--- config.mk ---
export PLATFORM = sky130hd
export DESIGN_NAME = fdt_hash
export DESIGN_NICKNAME = d
export VERILOG_FILES = /design/src/sv/fdt_pkg.sv /design/src/sv/fdt_hash.sv
export SDC_FILE = /design/constraint.sdc
export NUM_CORES = 1
export LEC_CHECK = 0
export BUFFER_PORTS_ARGS = -buffer_cell sky130_fd_sc_hd__clkbuf_2
export CORE_MARGIN = 10
export CORE_UTILIZATION = 28
export CTS_BUF_LIST = sky130_fd_sc_hd__clkbuf_8
export DETAILED_ROUTE_END_ITERATION = 16
export MAX_ROUTING_LAYER = met4
export PLACE_DENSITY_LB_ADDON = 0.3
export SYNTH_ARGS = -nofsm -noshare
export SYNTH_HDL_FRONTEND = slang
export SYNTH_SLANG_ARGS = --single-unit
--- constraint.sdc ---
create_clock -name clk -period 7.6 [get_ports clk]
set_clock_uncertainty 0.15 [all_clocks]
set_input_delay 0.76 -clock clk [delete_from_list [all_inputs] [get_ports clk]]
set_output_delay 0.76 -clock clk [all_outputs]
set_load 0.01 [all_outputs]
--- src/sv/fdt_pkg.sv ---
// Package with shared constants and types of the flow tracker.
package fdt_pkg;
	localparam int SlotCountDef = 65535;
	localparam int TopSlotsDef = 6;
	localparam int PeriodW = 17;

	localparam logic [1:0] MODE_RECORD = 2'd0;
	localparam logic [1:0] MODE_PERIOD = 2'd1;
	localparam logic [1:0] MODE_REPORT = 2'd2;

	localparam logic [1:0] KIND_RECORD = 2'd0;
	localparam logic [1:0] KIND_TOP = 2'd1;
	localparam logic [1:0] KIND_PERIOD = 2'd2;

	localparam logic [1:0] REG_SRC_MATCH = 2'd0;
	localparam logic [1:0] REG_SRC_MASK = 2'd1;
	localparam logic [1:0] REG_DST_MATCH = 2'd2;
	localparam logic [1:0] REG_DST_MASK = 2'd3;

	typedef struct packed {
		logic [7:0] proto;
		logic [31:0] saddr;
		logic [31:0] daddr;
		logic [15:0] sport;
		logic [15:0] dport;
		logic [63:0] dpk;
		logic [63:0] dby;
	} top_entry_t;
endpackage

--- src/sv/fdt_hash.sv ---
// Iterative slot hash: steps of h = (h*31 + v) mod SLOT_COUNT, each in a quotient phase and a subtract phase.
module fdt_hash #(
	parameter int SLOT_COUNT = fdt_pkg::SlotCountDef
) (
	input logic clk,
	input logic arst_n,
	input logic go,
	input logic [31:0] saddr,
	input logic [31:0] daddr,
	input logic [15:0] sport,
	input logic [15:0] dport,
	output logic done,
	output logic [15:0] hash
);
	import fdt_pkg::*;

	localparam int NW = 23;
	localparam int LW = $clog2(SLOT_COUNT);
	// Rounded-up reciprocal; the quotient estimate is exact for every 23-bit dividend.
	localparam logic [24:0] RECIP = 25'(((64'd1 << (NW + LW)) + 64'(SLOT_COUNT) - 64'd1)
		/ 64'(SLOT_COUNT));

	logic [3:0] step_q;
	logic run_q;
	logic ph_q;
	logic [15:0] h_q;
	logic [22:0] r1_q;
	logic [22:0] q_q;
	logic [15:0] v;
	logic [21:0] prod;
	logic [22:0] r1;
	logic [47:0] qprod;
	logic [22:0] q_d;
	logic [22:0] r2;
	logic [15:0] nxt;

	always_comb begin
		case (step_q)
			4'd0: v = {8'd0, saddr[31:24]};
			4'd1: v = {8'd0, saddr[23:16]};
			4'd2: v = {8'd0, saddr[15:8]};
			4'd3: v = {8'd0, saddr[7:0]};
			4'd4: v = {8'd0, daddr[31:24]};
			4'd5: v = {8'd0, daddr[23:16]};
			4'd6: v = {8'd0, daddr[15:8]};
			4'd7: v = {8'd0, daddr[7:0]};
			4'd8: v = sport;
			default: v = dport;
		endcase
		// The first phase forms h*31 + v and its quotient, the second subtracts the multiple.
		prod = 22'({h_q, 5'd0}) - 22'(h_q);
		r1 = 23'(prod) + 23'(v);
		qprod = 48'(r1) * 48'(RECIP);
		q_d = 23'(qprod >> (NW + LW));
		r2 = r1_q - q_q * 23'(SLOT_COUNT);
		nxt = r2[15:0];
	end

	always_ff @(posedge clk or negedge arst_n) begin
		if (!arst_n) begin
			step_q <= '0;
			run_q <= 1'b0;
			ph_q <= 1'b0;
			h_q <= '0;
			r1_q <= '0;
			q_q <= '0;
			done <= 1'b0;
		end else begin
			done <= 1'b0;
			if (go) begin
				run_q <= 1'b1;
				ph_q <= 1'b0;
				step_q <= '0;
				h_q <= '0;
			end else if (run_q) begin
				if (!ph_q) begin
					r1_q <= r1;
					q_q <= q_d;
					ph_q <= 1'b1;
				end else begin
					h_q <= nxt;
					ph_q <= 1'b0;
					step_q <= step_q + 4'd1;
					if (step_q == 4'd9) begin
						run_q <= 1'b0;
						done <= 1'b1;
					end
				end
			end
		end
	end

	assign hash = h_q;
endmodule

==> flow_summary_export.csv <==
group,metric,value,unit
floorplan,initial_core_util,0.2857,
worst_setup_path,crit_path_end_kind,"register",
clocking,path_clk_slew,0.10,ns
route,vias,7115,
finish,drive_gt1_frac,0.2427,
clocking,cts_max_level,2,
worst_setup_path,crit_path_max_incr_delay,0.59,ns
logic_synthesis,async_flop_share,1.000,
route,drt_wl_total,24070,um
clocking,numCtsBuffers,5,
clocking,clock-sinks,47,
route,drt_first_pass_iters,6,
place,io_buffers,115,
logic_synthesis,synthMuxAreaShare,0.003909,
run,cap_viol_max_count,0,
logic_synthesis,synthFlopType,"dfrtp_1",
floorplan,die_area,35740,sq um
route,wire_per_inst,16.75,um
floorplan,die_x,189.0,um
worst_setup_path,crit_slowest_cell,"or4_4",
clocking,clockRootBuffer,"clkbuf_8",
clocking,cts_hold_buf,0,
sta,finalMaxSlewViolations,0,
route,drc,0,
sta,finalHoldViolCount,0,
logic_synthesis,avgSynthCellArea,8.812,sq um
logic_synthesis,synth-edff-count,0,
worst_setup_path,crit_top_cell,"ha_4",
sta,max_freq,137.0,MHz
finish,utilization,0.3519,
place,gp_congestion,0.9496,
global_route,grt_pass1_vias,7033,
clocking,clkLatencyLatePin,0.31,ns
worst_setup_path,worstPathBufferInverterCount,3,
finish,fillers,2879,
logic_synthesis,ys_seq_area_frac,0.1470,
clocking,cts_tree,"yes",
logic_synthesis,ys_ff_latch,47,
worst_setup_path,arrival,7.41,ns
logic_synthesis,ys_top_cells_by_area,"ha_1, dfrtp_1, fa_1, inv_1, xnor2_1",
floorplan,core_area,28010,sq um
global_route,grt_max_degree,48,
status,status,"complete, no violations",
global_route,globalRouteTotalUtil,0.1338,
sta,period_share,0.9605,
logic_synthesis,synth_top_family_by_area,"adder cells",
sta,worst_pin_slew,0.8642,ns
floorplan,io_pins,116,
logic_synthesis,syn_nets,1214,
worst_setup_path,crit_cells,31,
global_route,grt_pass1_wl,37920,um
finish,areaGrowthSynthToFinish,23.19,%
logic_synthesis,ys_warn_count,0,
hold_path,hp-class,"reg2reg",
floorplan,fp.dieH,189.0,um
finish,diodes,0,
worst_setup_path,worstSetupStartpointType,"register",
logic_synthesis,synthAdderAreaFrac,0.3715,
sta,finalSetupViolCount,0,
logic_synthesis,synthTopCellsByCount,"ha_1, inv_1, nand2_1",
logic_synthesis,synth-compound-area-share,0.2131,
logic_synthesis,syn_area,8001,sq um
logic_synthesis,synth_top_area_frac,0.2439,
logic_synthesis,synth_top_area_cell,"ha_1",
worst_setup_path,r2r_cells,31,
place,hpwl,20420,um
logic_synthesis,yosys.area_share.simple,0.1329,
global_route,overflow,0,
worst_setup_path,path_delay_family,"simple AND/OR/NAND/NOR gates",
route,via_per_inst,4.951,
worst_setup_path,critPathMaxFanout,7,
finish,nets,1364,
hold_path,whs_path_depth,2,
logic_synthesis,synth_most_common_cell,"ha_1",
route,ant_nets,0,
logic_synthesis,synth_cell_types,76,
worst_setup_path,required,7.71,ns
global_route,antenna_found_initial,0,
worst_setup_path,r2r_slack,0.30,ns
worst_setup_path,critPathKind,"reg2reg",
route,drtIter0Drc,407,
logic_synthesis,synth_xor_area_frac,0.06693,
floorplan,row_count,61,
sta,min_period,7.300,ns
clocking,clk_path_buf_depth,2,
logic_synthesis,netlist_instances,908,
sta,slew_headroom,0.4232,
## layout by cell type (no fill, tap or decap), types with 10 or more instances in the layout
| master | instances |
|---|---|
| a22oi_1 | 11 |
| a211oi_1 | 10 |
| a21oi_1 | 48 |
| a22o_1 | 18 |
| o21ai_0 | 43 |
| xnor2_1 | 42 |
| nor2_1 | 30 |
| dfrtp_1 | 39 |
| nand4_1 | 12 |
| fa_1 | 51 |
| nand3_1 | 12 |
| inv_1 | 98 |
| a21o_1 | 19 |
| ha_4 | 20 |
| xor2_1 | 14 |
| clkbuf_2 | 115 |
| ha_1 | 133 |
| nor3_1 | 16 |
| buf_4 | 58 |
| nand2_1 | 84 |
## tightest hold or removal path: stages (launching register included)
cell and delay [ns]:
dfrtp_1 0.36, nand2_1 0.05, o21ai_0 0.06
## per-layer routing
metal | up-vias | global-route usage | part of all wire
met3 | 34 | 0.006983 | 0.031
met2 | 142 | 0.2218 | 0.48
met4 | 0 | 0.04029 | 0.026
met5 | - | - | 0
li1 | 3561 | - | -
met1 | 3378 | 0.1727 | 0.46
## registers in the layout, summed over array words and instances (netlist names)
register and cells:
hash 16, step_q 4, q_q 8, done 1, run_q 1, r1_q 16
ph_q 1
## kinds of logic after synthesis
logic type,after synthesis
DFF,47
AOI/OAI and AO/OA,250
adders and majority gates,207
xor gates and xnor gates,59
buffers and inverters,132
muxes,3
and+or+nand+nor,210
## path summary, 6_finish.rpt
kind                                   to  startpoint
worst max-delay path               q_q[4]   step_q[1]
worst min-delay path               q_q[1]      q_q[1]
worst max register to register     q_q[4]   step_q[1]
worst min register to register     q_q[1]      q_q[1]
max in group asynchronous       step_q[0]      arst_n
min in group asynchronous        hash[12]      arst_n
## final cells by class
class	instances	area [sq um]	share of cell area
Clock buffer	5	68.82	0.006981
Clock inverter	3	46.29	0.004697
Inverter	101	381.6	0.03872
Multi-Input combinational cell	729	6679	0.6776
Sequential cell	47	1186	0.1203
Tap cell	378	473.0	0.04798
Timing Repair Buffer	174	1022	0.1037
## through the flow
| step | TNS (ns) | std cells | hold slack, ns | cell area (sq um) | setup WS, ns |
|---|---|---|---|---|---|
| 2_1_floorplan | 0 | 908 | 0.2994 | 8001 | 0.3961 |
| 3_3_place_gp | 0 | 1414 | 0.3225 | 9250 | 0.04654 |
| 4_1_cts | 0 | 1422 | 0.3562 | 9370 | 0.0003970 |
| 6_report | 0 | 1437 | 0.3492 | 9857 | 0.2999 |
| 5_1_grt | -0.1232 | 1437 | 0.3924 | 9857 | -0.06074 |
| 3_5_place_dp | 0 | 1414 | 0.3332 | 9250 | 0.02557 |
## what timing repair did
item                                    4_1_cts  5_1_grt
setup buffers                                 0       15
endpoints found under the setup margin        1        7
gates resized for setup                       1       65
hold endpoints to repair                      0        0
pin swaps                                     0       20
Power is not shown: default switching activity piles up to over one toggle a cycle in this logic, so the estimate is an artifact.
